### src/rtl/hts_pkg.sv
// ----------------------------------------------------------------------------
// hts_pkg
// Types, constants and jamo tables for the two-set Hangul composer.
// ----------------------------------------------------------------------------
`default_nettype none

package hts_pkg;

  // Key classes carried on the input tuser
  typedef enum logic [2:0] {
    MODE_CONS    = 3'd0,
    MODE_VOWEL   = 3'd1,
    MODE_BKSP    = 3'd2,
    MODE_SPACE   = 3'd3,
    MODE_NEWLINE = 3'd4,
    MODE_OTHER   = 3'd5
  } hts_mode_e;

  localparam logic [15:0] SYL_BASE       = 16'hAC00;
  localparam logic [15:0] SYL_INIT_STEP  = 16'd588;
  localparam logic [15:0] SYL_MED_STEP   = 16'd28;
  localparam logic [15:0] VOWEL_BASE     = 16'h314F;
  localparam logic [15:0] CODE_SPACE     = 16'h0020;
  localparam logic [15:0] CODE_NEWLINE   = 16'h000A;
  localparam logic [4:0]  NUM_INITIALS   = 5'd19;
  localparam logic [4:0]  NUM_VOWELS     = 5'd21;
  localparam logic [4:0]  NO_FINAL       = 5'd0;

  // Result plan for one key, passed from the front to the back
  typedef struct packed {
    logic [1:0]  n_commit;
    logic [15:0] commit0;
    logic [15:0] commit1;
    logic        erase;
    logic        pre_valid;
    logic [15:0] pre_char;
  } hts_plan_t;

  // Composition state
  typedef struct packed {
    logic       ini_present;
    logic [4:0] ini_jamo;
    logic       med_present;
    logic [4:0] med_jamo;
    logic [4:0] fin_jamo;
  } hts_comp_t;

  // Merged medial with a hit flag
  typedef struct packed {
    logic       hit;
    logic [4:0] jamo;
  } hts_merge_t;

  function automatic logic [15:0] initial_code(input logic [4:0] i);
    logic [15:0] code;
    unique case (i)
      5'd0:    code = 16'h3131;
      5'd1:    code = 16'h3132;
      5'd2:    code = 16'h3134;
      5'd3:    code = 16'h3137;
      5'd4:    code = 16'h3138;
      5'd5:    code = 16'h3139;
      5'd6:    code = 16'h3141;
      5'd7:    code = 16'h3142;
      5'd8:    code = 16'h3143;
      5'd9:    code = 16'h3145;
      5'd10:   code = 16'h3146;
      5'd11:   code = 16'h3147;
      5'd12:   code = 16'h3148;
      5'd13:   code = 16'h3149;
      5'd14:   code = 16'h314A;
      5'd15:   code = 16'h314B;
      5'd16:   code = 16'h314C;
      5'd17:   code = 16'h314D;
      5'd18:   code = 16'h314E;
      default: code = 16'h3131;
    endcase
    return code;
  endfunction

  // Initial index to final index; zero where it cannot close a syllable
  function automatic logic [4:0] initial_to_final(input logic [4:0] c);
    logic [4:0] f;
    unique case (c)
      5'd0:    f = 5'd1;
      5'd1:    f = 5'd2;
      5'd2:    f = 5'd4;
      5'd3:    f = 5'd7;
      5'd5:    f = 5'd8;
      5'd6:    f = 5'd16;
      5'd7:    f = 5'd17;
      5'd9:    f = 5'd19;
      5'd10:   f = 5'd20;
      5'd11:   f = 5'd21;
      5'd12:   f = 5'd22;
      5'd14:   f = 5'd23;
      5'd15:   f = 5'd24;
      5'd16:   f = 5'd25;
      5'd17:   f = 5'd26;
      5'd18:   f = 5'd27;
      default: f = NO_FINAL;
    endcase
    return f;
  endfunction

  // Final left after removing the second part of a compound
  function automatic logic [4:0] final_keep(input logic [4:0] f);
    logic [4:0] k;
    unique case (f)
      5'd3:    k = 5'd1;
      5'd5,
      5'd6:    k = 5'd4;
      5'd9, 5'd10, 5'd11, 5'd12,
      5'd13, 5'd14, 5'd15: k = 5'd8;
      5'd18:   k = 5'd17;
      default: k = NO_FINAL;
    endcase
    return k;
  endfunction

  // Initial that moves onto the next syllable when a vowel follows
  function automatic logic [4:0] final_moves(input logic [4:0] f);
    logic [4:0] m;
    unique case (f)
      5'd2:    m = 5'd1;
      5'd3:    m = 5'd9;
      5'd4:    m = 5'd2;
      5'd5:    m = 5'd12;
      5'd6:    m = 5'd18;
      5'd7:    m = 5'd3;
      5'd8:    m = 5'd5;
      5'd10:   m = 5'd6;
      5'd11:   m = 5'd7;
      5'd12:   m = 5'd9;
      5'd13:   m = 5'd16;
      5'd14:   m = 5'd17;
      5'd15:   m = 5'd18;
      5'd16:   m = 5'd6;
      5'd17:   m = 5'd7;
      5'd18:   m = 5'd9;
      5'd19:   m = 5'd9;
      5'd20:   m = 5'd10;
      5'd21:   m = 5'd11;
      5'd22:   m = 5'd12;
      5'd23:   m = 5'd14;
      5'd24:   m = 5'd15;
      5'd25:   m = 5'd16;
      5'd26:   m = 5'd17;
      5'd27:   m = 5'd18;
      default: m = 5'd0;
    endcase
    return m;
  endfunction

  // Compound final from a final and a consonant; zero when no compound exists
  function automatic logic [4:0] merge_final(input logic [4:0] f, input logic [4:0] c);
    logic [4:0] r;
    r = NO_FINAL;
    priority if (f == 5'd1 && c == 5'd9)  r = 5'd3;
    else if (f == 5'd4 && c == 5'd12)     r = 5'd5;
    else if (f == 5'd4 && c == 5'd18)     r = 5'd6;
    else if (f == 5'd8 && c == 5'd0)      r = 5'd9;
    else if (f == 5'd8 && c == 5'd6)      r = 5'd10;
    else if (f == 5'd8 && c == 5'd7)      r = 5'd11;
    else if (f == 5'd8 && c == 5'd9)      r = 5'd12;
    else if (f == 5'd8 && c == 5'd16)     r = 5'd13;
    else if (f == 5'd8 && c == 5'd17)     r = 5'd14;
    else if (f == 5'd8 && c == 5'd18)     r = 5'd15;
    else if (f == 5'd17 && c == 5'd9)     r = 5'd18;
    else                                  r = NO_FINAL;
    return r;
  endfunction

  // Compound vowel from a medial and a vowel
  function automatic hts_merge_t merge_medial(input logic [4:0] m, input logic [4:0] v);
    hts_merge_t r;
    r.hit  = 1'b1;
    r.jamo = 5'd0;
    priority if (m == 5'd8 && v == 5'd0)   r.jamo = 5'd9;
    else if (m == 5'd8 && v == 5'd1)       r.jamo = 5'd10;
    else if (m == 5'd8 && v == 5'd20)      r.jamo = 5'd11;
    else if (m == 5'd13 && v == 5'd4)      r.jamo = 5'd14;
    else if (m == 5'd13 && v == 5'd5)      r.jamo = 5'd15;
    else if (m == 5'd13 && v == 5'd20)     r.jamo = 5'd16;
    else if (m == 5'd18 && v == 5'd20)     r.jamo = 5'd19;
    else                                   r.hit  = 1'b0;
    return r;
  endfunction

  function automatic logic [15:0] syllable(input logic [4:0] i, input logic [4:0] m,
                                           input logic [4:0] f);
    return SYL_BASE + ({11'd0, i} * SYL_INIT_STEP) + ({11'd0, m} * SYL_MED_STEP)
           + {11'd0, f};
  endfunction

  // Code shown for a composition; zero when nothing is composed
  function automatic logic [15:0] preedit_code(input hts_comp_t s);
    logic [15:0] code;
    priority if (s.ini_present && s.med_present)
      code = syllable(s.ini_jamo, s.med_jamo, s.fin_jamo);
    else if (s.ini_present)
      code = initial_code(s.ini_jamo);
    else if (s.med_present)
      code = VOWEL_BASE + {11'd0, s.med_jamo};
    else
      code = 16'd0;
    return code;
  endfunction

endpackage

`default_nettype wire

### src/rtl/hts_front.sv
// ----------------------------------------------------------------------------
// hts_front
// Accepts keys, runs the composition automaton and queues a result plan.
// ----------------------------------------------------------------------------
`default_nettype none

module hts_front (
  input  wire logic              clk_i,
  input  wire logic              rst_ni,
  input  wire logic              key_valid_i,
  output logic                   key_ready_o,
  input  wire logic [2:0]        key_mode_i,
  input  wire logic [4:0]        consonant_index_i,
  input  wire logic [4:0]        vowel_index_i,
  input  wire logic [7:0]        char_code_i,
  output logic                   push_o,
  output hts_pkg::hts_plan_t     plan_o,
  input  wire logic              q_full_i
);
  import hts_pkg::*;

  hts_comp_t  comp_q, comp_d;
  hts_comp_t  comp_nxt;
  hts_comp_t  cleared;
  hts_mode_e  mode;
  hts_merge_t med_merge;
  logic [4:0] fin_new;
  logic [15:0] pre_cur;
  logic [15:0] vowel_code;
  logic [15:0] other_code;

  assign key_ready_o = !q_full_i;
  assign push_o      = key_valid_i && !q_full_i;
  assign mode        = hts_mode_e'(key_mode_i);
  assign cleared     = '0;
  assign pre_cur     = preedit_code(comp_q);
  assign vowel_code  = VOWEL_BASE + {11'd0, vowel_index_i};
  assign med_merge   = merge_medial(comp_q.med_jamo, vowel_index_i);

  // Pick the final that the consonant would form
  always_comb begin
    if (comp_q.fin_jamo == NO_FINAL) begin
      fin_new = initial_to_final(consonant_index_i);
    end else begin
      fin_new = merge_final(comp_q.fin_jamo, consonant_index_i);
    end
  end

  // Raw code committed by space, newline and other keys
  always_comb begin
    unique case (mode)
      MODE_SPACE:   other_code = CODE_SPACE;
      MODE_NEWLINE: other_code = CODE_NEWLINE;
      default:      other_code = {8'd0, char_code_i};
    endcase
  end

  // Advance the automaton and build the plan: commits, erase flag and preedit
  always_comb begin
    comp_nxt       = comp_q;
    plan_o         = '0;
    unique case (mode)
      MODE_CONS: begin
        if (consonant_index_i < NUM_INITIALS) begin
          priority if (!comp_q.ini_present) begin
            comp_nxt.ini_present = 1'b1;
            comp_nxt.ini_jamo    = consonant_index_i;
          end else if (!comp_q.med_present) begin
            plan_o.n_commit   = 2'd1;
            plan_o.commit0    = initial_code(comp_q.ini_jamo);
            comp_nxt.ini_jamo = consonant_index_i;
          end else if (fin_new != NO_FINAL) begin
            comp_nxt.fin_jamo = fin_new;
          end else begin
            plan_o.n_commit      = 2'd1;
            plan_o.commit0       = pre_cur;
            comp_nxt             = cleared;
            comp_nxt.ini_present = 1'b1;
            comp_nxt.ini_jamo    = consonant_index_i;
          end
        end
      end
      MODE_VOWEL: begin
        if (vowel_index_i < NUM_VOWELS) begin
          priority if (comp_q.ini_present && !comp_q.med_present) begin
            comp_nxt.med_present = 1'b1;
            comp_nxt.med_jamo    = vowel_index_i;
          end else if (comp_q.ini_present && comp_q.fin_jamo == NO_FINAL) begin
            if (med_merge.hit) begin
              comp_nxt.med_jamo = med_merge.jamo;
            end else begin
              plan_o.n_commit = 2'd2;
              plan_o.commit0  = pre_cur;
              plan_o.commit1  = vowel_code;
              comp_nxt        = cleared;
            end
          end else if (comp_q.ini_present) begin
            // move the trailing consonant onto a new syllable
            plan_o.n_commit      = 2'd1;
            plan_o.commit0       = syllable(comp_q.ini_jamo, comp_q.med_jamo,
                                            final_keep(comp_q.fin_jamo));
            comp_nxt.ini_present = 1'b1;
            comp_nxt.ini_jamo    = final_moves(comp_q.fin_jamo);
            comp_nxt.med_present = 1'b1;
            comp_nxt.med_jamo    = vowel_index_i;
            comp_nxt.fin_jamo    = NO_FINAL;
          end else begin
            if (comp_q.med_present) begin
              plan_o.n_commit = 2'd2;
              plan_o.commit0  = pre_cur;
              plan_o.commit1  = vowel_code;
            end else begin
              plan_o.n_commit = 2'd1;
              plan_o.commit0  = vowel_code;
            end
            comp_nxt = cleared;
          end
        end
      end
      MODE_BKSP: begin
        priority if (comp_q.fin_jamo != NO_FINAL) begin
          comp_nxt.fin_jamo = final_keep(comp_q.fin_jamo);
        end else if (comp_q.med_present) begin
          priority if (comp_q.med_jamo >= 5'd9 && comp_q.med_jamo <= 5'd11) begin
            comp_nxt.med_jamo = 5'd8;
          end else if (comp_q.med_jamo >= 5'd14 && comp_q.med_jamo <= 5'd16) begin
            comp_nxt.med_jamo = 5'd13;
          end else if (comp_q.med_jamo == 5'd19) begin
            comp_nxt.med_jamo = 5'd18;
          end else begin
            comp_nxt.med_present = 1'b0;
            comp_nxt.med_jamo    = 5'd0;
          end
        end else if (comp_q.ini_present) begin
          comp_nxt.ini_present = 1'b0;
          comp_nxt.ini_jamo    = 5'd0;
        end else begin
          plan_o.erase = 1'b1;
        end
      end
      MODE_SPACE, MODE_NEWLINE, MODE_OTHER: begin
        if (comp_q.ini_present || comp_q.med_present) begin
          plan_o.n_commit = 2'd2;
          plan_o.commit0  = pre_cur;
          plan_o.commit1  = other_code;
        end else begin
          plan_o.n_commit = 2'd1;
          plan_o.commit0  = other_code;
        end
        comp_nxt = cleared;
      end
      default: begin
        comp_nxt = comp_q;
      end
    endcase
    plan_o.pre_valid = comp_nxt.ini_present || comp_nxt.med_present;
    plan_o.pre_char  = preedit_code(comp_nxt);
  end

  // Update the composition on each accepted beat
  assign comp_d = push_o ? comp_nxt : comp_q;

  always_ff @(posedge clk_i or negedge rst_ni) begin
    if (!rst_ni) begin
      comp_q <= '0;
    end else begin
      comp_q <= comp_d;
    end
  end

endmodule

`default_nettype wire

### src/rtl/hts_queue.sv
// ----------------------------------------------------------------------------
// hts_queue
// Two-entry plan queue between the front and the back.
// ----------------------------------------------------------------------------
`default_nettype none

module hts_queue (
  input  wire logic              clk_i,
  input  wire logic              rst_ni,
  input  wire logic              push_i,
  input  wire hts_pkg::hts_plan_t plan_i,
  output logic                   full_o,
  input  wire logic              pop_i,
  output logic                   head_valid_o,
  output hts_pkg::hts_plan_t     head_o
);
  import hts_pkg::*;

  localparam int unsigned Depth = 2;

  hts_plan_t  mem_q [Depth];
  logic       wr_ptr_q, wr_ptr_d;
  logic       rd_ptr_q, rd_ptr_d;
  logic [1:0] count_q, count_d;

  assign full_o       = (count_q == 2'(Depth));
  assign head_valid_o = (count_q != 2'd0);
  assign head_o       = mem_q[rd_ptr_q];

  // Advance pointers and fill count
  always_comb begin
    wr_ptr_d = push_i ? !wr_ptr_q : wr_ptr_q;
    rd_ptr_d = pop_i  ? !rd_ptr_q : rd_ptr_q;
    count_d  = count_q + {1'b0, push_i} - {1'b0, pop_i};
  end

  always_ff @(posedge clk_i or negedge rst_ni) begin
    if (!rst_ni) begin
      wr_ptr_q <= 1'b0;
      rd_ptr_q <= 1'b0;
      count_q  <= 2'd0;
    end else begin
      wr_ptr_q <= wr_ptr_d;
      rd_ptr_q <= rd_ptr_d;
      count_q  <= count_d;
    end
  end

  // Store the plan
  always_ff @(posedge clk_i) begin
    if (push_i) begin
      mem_q[wr_ptr_q] <= plan_i;
    end
  end

endmodule

`default_nettype wire

### src/rtl/hts_back.sv
// ----------------------------------------------------------------------------
// hts_back
// Walks one queued plan and sends its commit beats and its closing beat.
// ----------------------------------------------------------------------------
`default_nettype none

module hts_back (
  input  wire logic              clk_i,
  input  wire logic              rst_ni,
  input  wire logic              head_valid_i,
  input  wire hts_pkg::hts_plan_t head_i,
  output logic                   pop_o,
  output logic                   out_valid_o,
  input  wire logic              out_ready_i,
  output logic                   commit_valid_o,
  output logic [15:0]            commit_char_o,
  output logic                   erase_previous_o,
  output logic                   preedit_valid_o,
  output logic [15:0]            preedit_char_o,
  output logic                   last_o
);
  import hts_pkg::*;

  logic [1:0] step_q, step_d;
  logic       at_last;
  logic       fire;

  assign at_last     = (step_q == head_i.n_commit);
  assign out_valid_o = head_valid_i;
  assign fire        = head_valid_i && out_ready_i;
  assign pop_o       = fire && at_last;

  // Select the beat for the current step
  always_comb begin
    commit_valid_o   = !at_last;
    commit_char_o    = 16'd0;
    erase_previous_o = 1'b0;
    preedit_valid_o  = 1'b0;
    preedit_char_o   = 16'd0;
    last_o           = at_last;
    if (at_last) begin
      erase_previous_o = head_i.erase;
      preedit_valid_o  = head_i.pre_valid;
      preedit_char_o   = head_i.pre_char;
    end else if (step_q == 2'd0) begin
      commit_char_o = head_i.commit0;
    end else begin
      commit_char_o = head_i.commit1;
    end
  end

  // Advance the step on each sent beat, restart at the closing beat
  always_comb begin
    step_d = step_q;
    if (fire) begin
      step_d = at_last ? 2'd0 : step_q + 2'd1;
    end
  end

  always_ff @(posedge clk_i or negedge rst_ni) begin
    if (!rst_ni) begin
      step_q <= 2'd0;
    end else begin
      step_q <= step_d;
    end
  end

endmodule

`default_nettype wire

### src/rtl/hangul_two_set_composer.sv
// ----------------------------------------------------------------------------
// hangul_two_set_composer
// Two-set Hangul composition: classified keys in, committed and preedit
// characters out.
//
// Keys arrive on the s_axis group; the key class rides on tuser. For each key
// the m_axis group sends zero to two commit beats (syllables, compatibility
// jamo, space, newline or the raw character) and then one beat with tlast set
// that carries the preedit and the erase flag.
// The front takes a key and updates the composition at once; a
// two-entry plan queue parts it from the back, which sends one beat a cycle
// while the receiver is ready. A key thus makes one to three beats; its plan
// is registered in the queue before its first beat is sent. With the queue full the
// front drops tready, so a stalled receiver holds keys back without loss.
// Reset clears the composition, the queue and the beat counter.
// ----------------------------------------------------------------------------
`default_nettype none

module hangul_two_set_composer (
  input  wire logic        clk_i,
  input  wire logic        rst_ni,
  input  wire logic        s_axis_tvalid,
  output logic             s_axis_tready,
  // [4:0] consonant_index, [9:5] vowel_index, [17:10] char_code
  input  wire logic [23:0] s_axis_tdata,
  // [2:0] mode
  input  wire logic [2:0]  s_axis_tuser,
  output logic             m_axis_tvalid,
  input  wire logic        m_axis_tready,
  // [15:0] commit_char, [31:16] preedit_char
  output logic [31:0]      m_axis_tdata,
  // [0] commit_valid, [1] erase_previous, [2] preedit_valid
  output logic [2:0]       m_axis_tuser,
  output logic             m_axis_tlast
);
  import hts_pkg::*;

  hts_plan_t   plan;
  hts_plan_t   head;
  logic        push;
  logic        q_full;
  logic        pop;
  logic        head_valid;
  logic        commit_valid;
  logic [15:0] commit_char;
  logic        erase_previous;
  logic        preedit_valid;
  logic [15:0] preedit_char;

  // Take classified keys and run the automaton
  hts_front u_front (
    .clk_i             (clk_i),
    .rst_ni            (rst_ni),
    .key_valid_i       (s_axis_tvalid),
    .key_ready_o       (s_axis_tready),
    .key_mode_i        (s_axis_tuser),
    .consonant_index_i (s_axis_tdata[4:0]),
    .vowel_index_i     (s_axis_tdata[9:5]),
    .char_code_i       (s_axis_tdata[17:10]),
    .push_o            (push),
    .plan_o            (plan),
    .q_full_i          (q_full)
  );

  // Hold plans between front and back
  hts_queue u_queue (
    .clk_i        (clk_i),
    .rst_ni       (rst_ni),
    .push_i       (push),
    .plan_i       (plan),
    .full_o       (q_full),
    .pop_i        (pop),
    .head_valid_o (head_valid),
    .head_o       (head)
  );

  // Send the beats of each plan
  hts_back u_back (
    .clk_i            (clk_i),
    .rst_ni           (rst_ni),
    .head_valid_i     (head_valid),
    .head_i           (head),
    .pop_o            (pop),
    .out_valid_o      (m_axis_tvalid),
    .out_ready_i      (m_axis_tready),
    .commit_valid_o   (commit_valid),
    .commit_char_o    (commit_char),
    .erase_previous_o (erase_previous),
    .preedit_valid_o  (preedit_valid),
    .preedit_char_o   (preedit_char),
    .last_o           (m_axis_tlast)
  );

  // Pack the output beat
  assign m_axis_tdata = {preedit_char, commit_char};
  assign m_axis_tuser = {preedit_valid, erase_previous, commit_valid};

endmodule

`default_nettype wire
### config.mk
export PLATFORM = sky130hd
export DESIGN_NAME = hangul_two_set_composer
export DESIGN_NICKNAME = d
export VERILOG_FILES = /design/src/rtl/hts_pkg.sv /design/src/rtl/hts_front.sv /design/src/rtl/hts_queue.sv /design/src/rtl/hts_back.sv /design/src/rtl/hangul_two_set_composer.sv
export SDC_FILE = /design/constraint.sdc
export NUM_CORES = 1
export LEC_CHECK = 0
export BUFFER_PORTS_ARGS = -buffer_cell sky130_fd_sc_hd__buf_4
export CORE_MARGIN = 2
export CORE_UTILIZATION = 65
export DETAILED_ROUTE_END_ITERATION = 8
export GPL_TIMING_DRIVEN = 0
export HOLD_SLACK_MARGIN = 0.06
export PLACE_DENSITY = 0.9
export RECOVER_POWER = 100
export SYNTH_ARGS = -nofsm -noshare
export SYNTH_HDL_FRONTEND = slang
export SYNTH_SLANG_ARGS = --single-unit
### constraint.sdc
create_clock -name clk_i -period 13.35 [get_ports clk_i]
set_input_delay 2.67 -clock clk_i [delete_from_list [all_inputs] [get_ports clk_i]]
set_output_delay 2.67 -clock clk_i [all_outputs]
set_load 0.03 [all_outputs]
==> results <==
- After the flow finishes, the layout carries non-filler instances totaling 1,566.
- The number of nets in the synthesized netlist is 1,433.
- Counting instances, the worst hold path has a depth of 1.
- The end point of the most critical hold path is u_queue.count_q[1].
- The category of the most critical setup path is input pin to flop.
- Among all flip-flop cells after synthesis, the most frequent one is sky130_fd_sc_hd__edfxtp_1.
- The combinational cell fraction of total power is 58.6%.
- The area growth from synthesis to final layout is 10.54%.
- The placed wire-length estimate after detailed placement is 25.97 mm.
- The H-tree level count is 4.
- Static timing analysis puts the maximum clock frequency at 0.09229 GHz.
- After floorplanning, the core was divided into 48 placement rows.
- The critical path required time is around 14 ns.
- The die span in x is between 100 and 150 um.
- The region available for standard cell placement spans between 15,000 and 20,000 um2.
- The clock input transition at the sequential cells of the worst setup and hold paths is 0.06 ns.
- The share of total power dissipated in sequential elements is 21.7%.
- Setup repair after global routing left no endpoint under its margin.
- The number of hold violations in the final report is 0.
- The pin count of the biggest net entering global routing is 40.
- The power density over cell area is 203.9 nW/um2.
- The checks that failed: capacitance limit, slew limit.
- The transition time at the pin with the least slew margin is 2.312 ns.
- Once the floorplan was initialized, standard cells occupied 66.19% of the core.
- For this block, the routed nets add up to 36.51 mm of wire.
- The class of the tightest hold or removal check is flop to flop.
- The number of iterations in the first detailed-routing pass is 9.
- The quantity of hold-fixing buffers added after cts is 0.
- The largest clock skew in the final design is between 0.01 and 0.015 ns.
- Global routing finished with a remaining overflow of 0.
- The switching share of power is 48.57%.
- TritonCTS built the clock tree.
- For this run, design rule violations remaining after detail routing come to 0.
- For this design the static power due to leakage is 0.005517 uW.
- The wire length per cell is 23.32 um.
- The number of setup violations in the final report is 0.
- Setup slack on the worst reg-to-reg path comes out at 4.30 ns.
- The number of flops mapped to enable cells by yosys is 90.
- The fraction of synthesis flops using an asynchronous set or reset pin is 20.35%.
- The kind of start point of the critical path is an input pin.
- The routability-driven placement congestion ratio is 1.004.
- The share of total power dissipated in the clock network is between 15 and 20%.
- STA classifies the critical path endpoint as a flop.
- In this run the most critical hold path is launched from u_queue.count_q[1].
- Adding up every negative setup slack in the final design gives 0 ns.
- Internal power comes to 1323 uW.
- The via count normalized by instance count is roughly 7.
- The max-slew violation count was 96.
- The first routing iteration left 1,605 violations.
- Of the available clock period, the critical path in the final layout requires 81.16%.
- In this run, post-CTS repair resized a total of 0 instances.
- The Yosys step of the flow raised 0 warnings.
- The via count of the first global-routing pass is 10,620.
- The critical path's slowest cell is sky130_fd_sc_hd__o31ai_1.
- After synthesis the netlist holds a flip-flop and latch count of roughly 110.
- Clock latency on the worst-skew pair, taken at its later pin, is 0.43 ns.
- The share of post-route cells with drive strength above 1 is 7.681%.
- The number of placed instances, taps included, is 1,534.
- From bottom edge to top edge, the die measures 136.5 um.
- The max-cap violation count is 3.
- The net switching power is ~1200 uW.
- The post-detailed-route count of antenna-violating nets is 0.
- The total standard cell area after synthesis is 11,410 um2.
- The die covers 18,630 um2.
- The repair_antennas step left the layout with diodes totalling 0.
- The clock net in this run drives a total of 113 sinks.
- The run finished, with violations left.
- The maximum ir drop on the vdd rail is 0.1949 mV.
- The startpoint of the lowest-slack register-to-register path is u_front.comp_q[1].
- The share of the Yosys chip area taken by registers is 28.73%.
- The maximum count of clock buffers along a single path is 2.
- The endpoint of the worst-slack reg-to-reg timing path is u_queue.mem_q[0][14].
- After clock tree synthesis, the setup repair step added 0 buffers.
- Leaving out fill and tap cells, the most frequent cells in the layout are 137 x sky130_fd_sc_hd__ha_1, 121 x sky130_fd_sc_hd__nand2_1, 96 x sky130_fd_sc_hd__nor2_1.
- In this design, the critical path's most frequently occurring cell is sky130_fd_sc_hd__ha_1.
- The count of buffers added on input and output ports is 59.
- At the end of the flow, the number of nets in the layout was 1,513.
- Yosys mapped the design onto 94 distinct sky130hd cell types.
- The headroom to the max-slew limit is -54.14%.
- The stage delay of the slowest cell on the critical path is around 0.75 ns.
- The top-level I/O count is 69.
- In this run the worst path has a maximum fanout of 10.
- Counting cells, the worst reg-to-reg path comes to 28.
- The number of CTS-inserted buffers is 17.
- The most common cell after layout, fill and taps aside is sky130_fd_sc_hd__ha_1.
- The routed layout has 10,830 vias.
- The number of antenna violations at the first check in global routing is 0.
- The post-synthesis cell count is about 1,200.
- The global-route wire length before repair is around 57 mm.
- The overall fraction of global-route tracks in use is approximately 40%.
- The data arrival time of the worst path is 11.00 ns.
- The CTS root buffer is sky130_fd_sc_hd__clkbuf_16.
- The clock period could shrink to about 11 ns.
- The post-synthesis average cell area is 9.141 um2.
-- cells by family (layout without fill, tap and decap cells) --
group	Yosys count	count (layout)	share of synthesized area, %
compound gates	366	366	21.62
xor+xnor	72	72	5.714
fa+ha+maj	154	154	18.01
buf+inv	134	227	4.782
flops	113	113	28.73
mux	52	52	5.846
simple gates	357	357	15.30
-- cell usage after synthesis, types with 7 or more instances --
cell | number | area share (%)
sky130_fd_sc_hd__ha_1 | 137 | 15
sky130_fd_sc_hd__a211o_1 | 8 | 0.61
sky130_fd_sc_hd__and2_1 | 18 | 0.99
sky130_fd_sc_hd__mux4_2 | 11 | 2.2
sky130_fd_sc_hd__o211ai_1 | 10 | 0.66
sky130_fd_sc_hd__xor2_1 | 25 | 1.9
sky130_fd_sc_hd__a211oi_1 | 15 | 0.99
sky130_fd_sc_hd__nor2_1 | 96 | 3.2
sky130_fd_sc_hd__nor3_1 | 24 | 1.1
sky130_fd_sc_hd__xnor2_1 | 45 | 3.5
sky130_fd_sc_hd__mux2i_1 | 34 | 3.0
sky130_fd_sc_hd__o21a_1 | 7 | 0.46
sky130_fd_sc_hd__mux2_2 | 7 | 0.69
sky130_fd_sc_hd__or3_1 | 13 | 0.71
sky130_fd_sc_hd__nand2_1 | 121 | 4.0
sky130_fd_sc_hd__a31oi_1 | 15 | 0.82
sky130_fd_sc_hd__o31ai_1 | 8 | 0.53
sky130_fd_sc_hd__dfrtp_1 | 23 | 5.0
sky130_fd_sc_hd__inv_1 | 75 | 2.5
sky130_fd_sc_hd__a21o_1 | 22 | 1.4
sky130_fd_sc_hd__nor2b_1 | 12 | 0.66
sky130_fd_sc_hd__nand2b_1 | 21 | 1.2
sky130_fd_sc_hd__a221o_1 | 8 | 0.70
sky130_fd_sc_hd__nand3_1 | 8 | 0.35
sky130_fd_sc_hd__fa_1 | 17 | 3.0
sky130_fd_sc_hd__o21ai_0 | 78 | 3.4
sky130_fd_sc_hd__clkbuf_1 | 39 | 1.3
sky130_fd_sc_hd__o22ai_1 | 14 | 0.77
sky130_fd_sc_hd__o21bai_1 | 7 | 0.46
sky130_fd_sc_hd__edfxtp_1 | 90 | 24
sky130_fd_sc_hd__a21oi_1 | 89 | 3.9
sky130_fd_sc_hd__a22oi_1 | 10 | 0.66
-- stage by stage --
step	util [%]	setup slack, ns	cell area [um2]	power (uW)	hold WS, ns
after global placement	70.39	3.344	12130	1984	0.4760
after detailed placement	70.67	3.197	12180	2044	0.4936
after global routing	73.16	2.105	12610	2692	0.5207
final	73.16	2.515	12610	2572	0.5080
after CTS	74.42	3.570	12830	2584	0.5045
after floorplan	-	4.357	11410	1601	0.4592
-- state kept, by name (all words and copies together), names as in the netlist --
register,cells
u_queue.rd_ptr_q,1
u_back.step_q,2
u_front.comp_q,17
u_queue.mem_q,90
u_queue.count_q,2
u_queue.wr_ptr_q,1
-- cell type report --
type | instances | area, um2
Multi-Input combinational cell | 1001 | 7540
Inverter | 78 | 295.3
Timing Repair Buffer | 61 | 322.8
Tap cell | 225 | 281.5
Clock inverter | 15 | 220.2
Buffer | 56 | 247.7
Clock buffer | 17 | 425.4
Sequential cell | 113 | 3278
Fill cell | 1244 | 4626
-- worst max-delay path by stage --
stage,slack (ns),depth (start not counted),startpoint,endpoint
final,2.52,28,s_axis_tdata[1],u_queue.mem_q[0][14]
after global routing,2.10,29,s_axis_tdata[1],u_queue.mem_q[0][14]
after CTS,3.57,28,s_axis_tdata[1],u_queue.mem_q[0][14]
after detailed placement,3.20,27,s_axis_tdata[1],u_queue.mem_q[0][15]
after global placement,3.34,26,s_axis_tdata[1],u_queue.mem_q[0][14]
after floorplan,4.36,27,s_axis_tdata[1],u_queue.mem_q[0][14]
-- power groups by stage --
| stage | registers [uW] | logic, uW | clock network [uW] |
|---|---|---|---|
| global route | 562 | 1610 | 518 |
| CTS | 551 | 1530 | 502 |
| floorplan | 536 | 1070 | 0 |
| finish | 558 | 1510 | 507 |
| global placement | 551 | 1430 | 0 |
| detailed placement | 553 | 1490 | 0 |
-- metal layers --
| metal | global-route usage (%) | part of all wire, % | vias to the layer above |
|---|---|---|---|
| met5 | 0 | 0 | - |
| met4 | 22.05 | 5.8 | 0 |
| met3 | 10.22 | 10 | 228 |
| met2 | 65.36 | 47 | 778 |
| met1 | 47.88 | 37 | 5054 |
| li1 | - | - | 4772 |
-- critical path, delay by kind of cell --
kind / cells / cell delay (ns)
fa+ha+maj: 7 / 1.99
xor+xnor: 1 / 0.19
buf+inv: 5 / 1.33
simple gates: 3 / 0.91
compound gates: 12 / 3.93
Note: power is estimated with default switching activity, not from simulation.
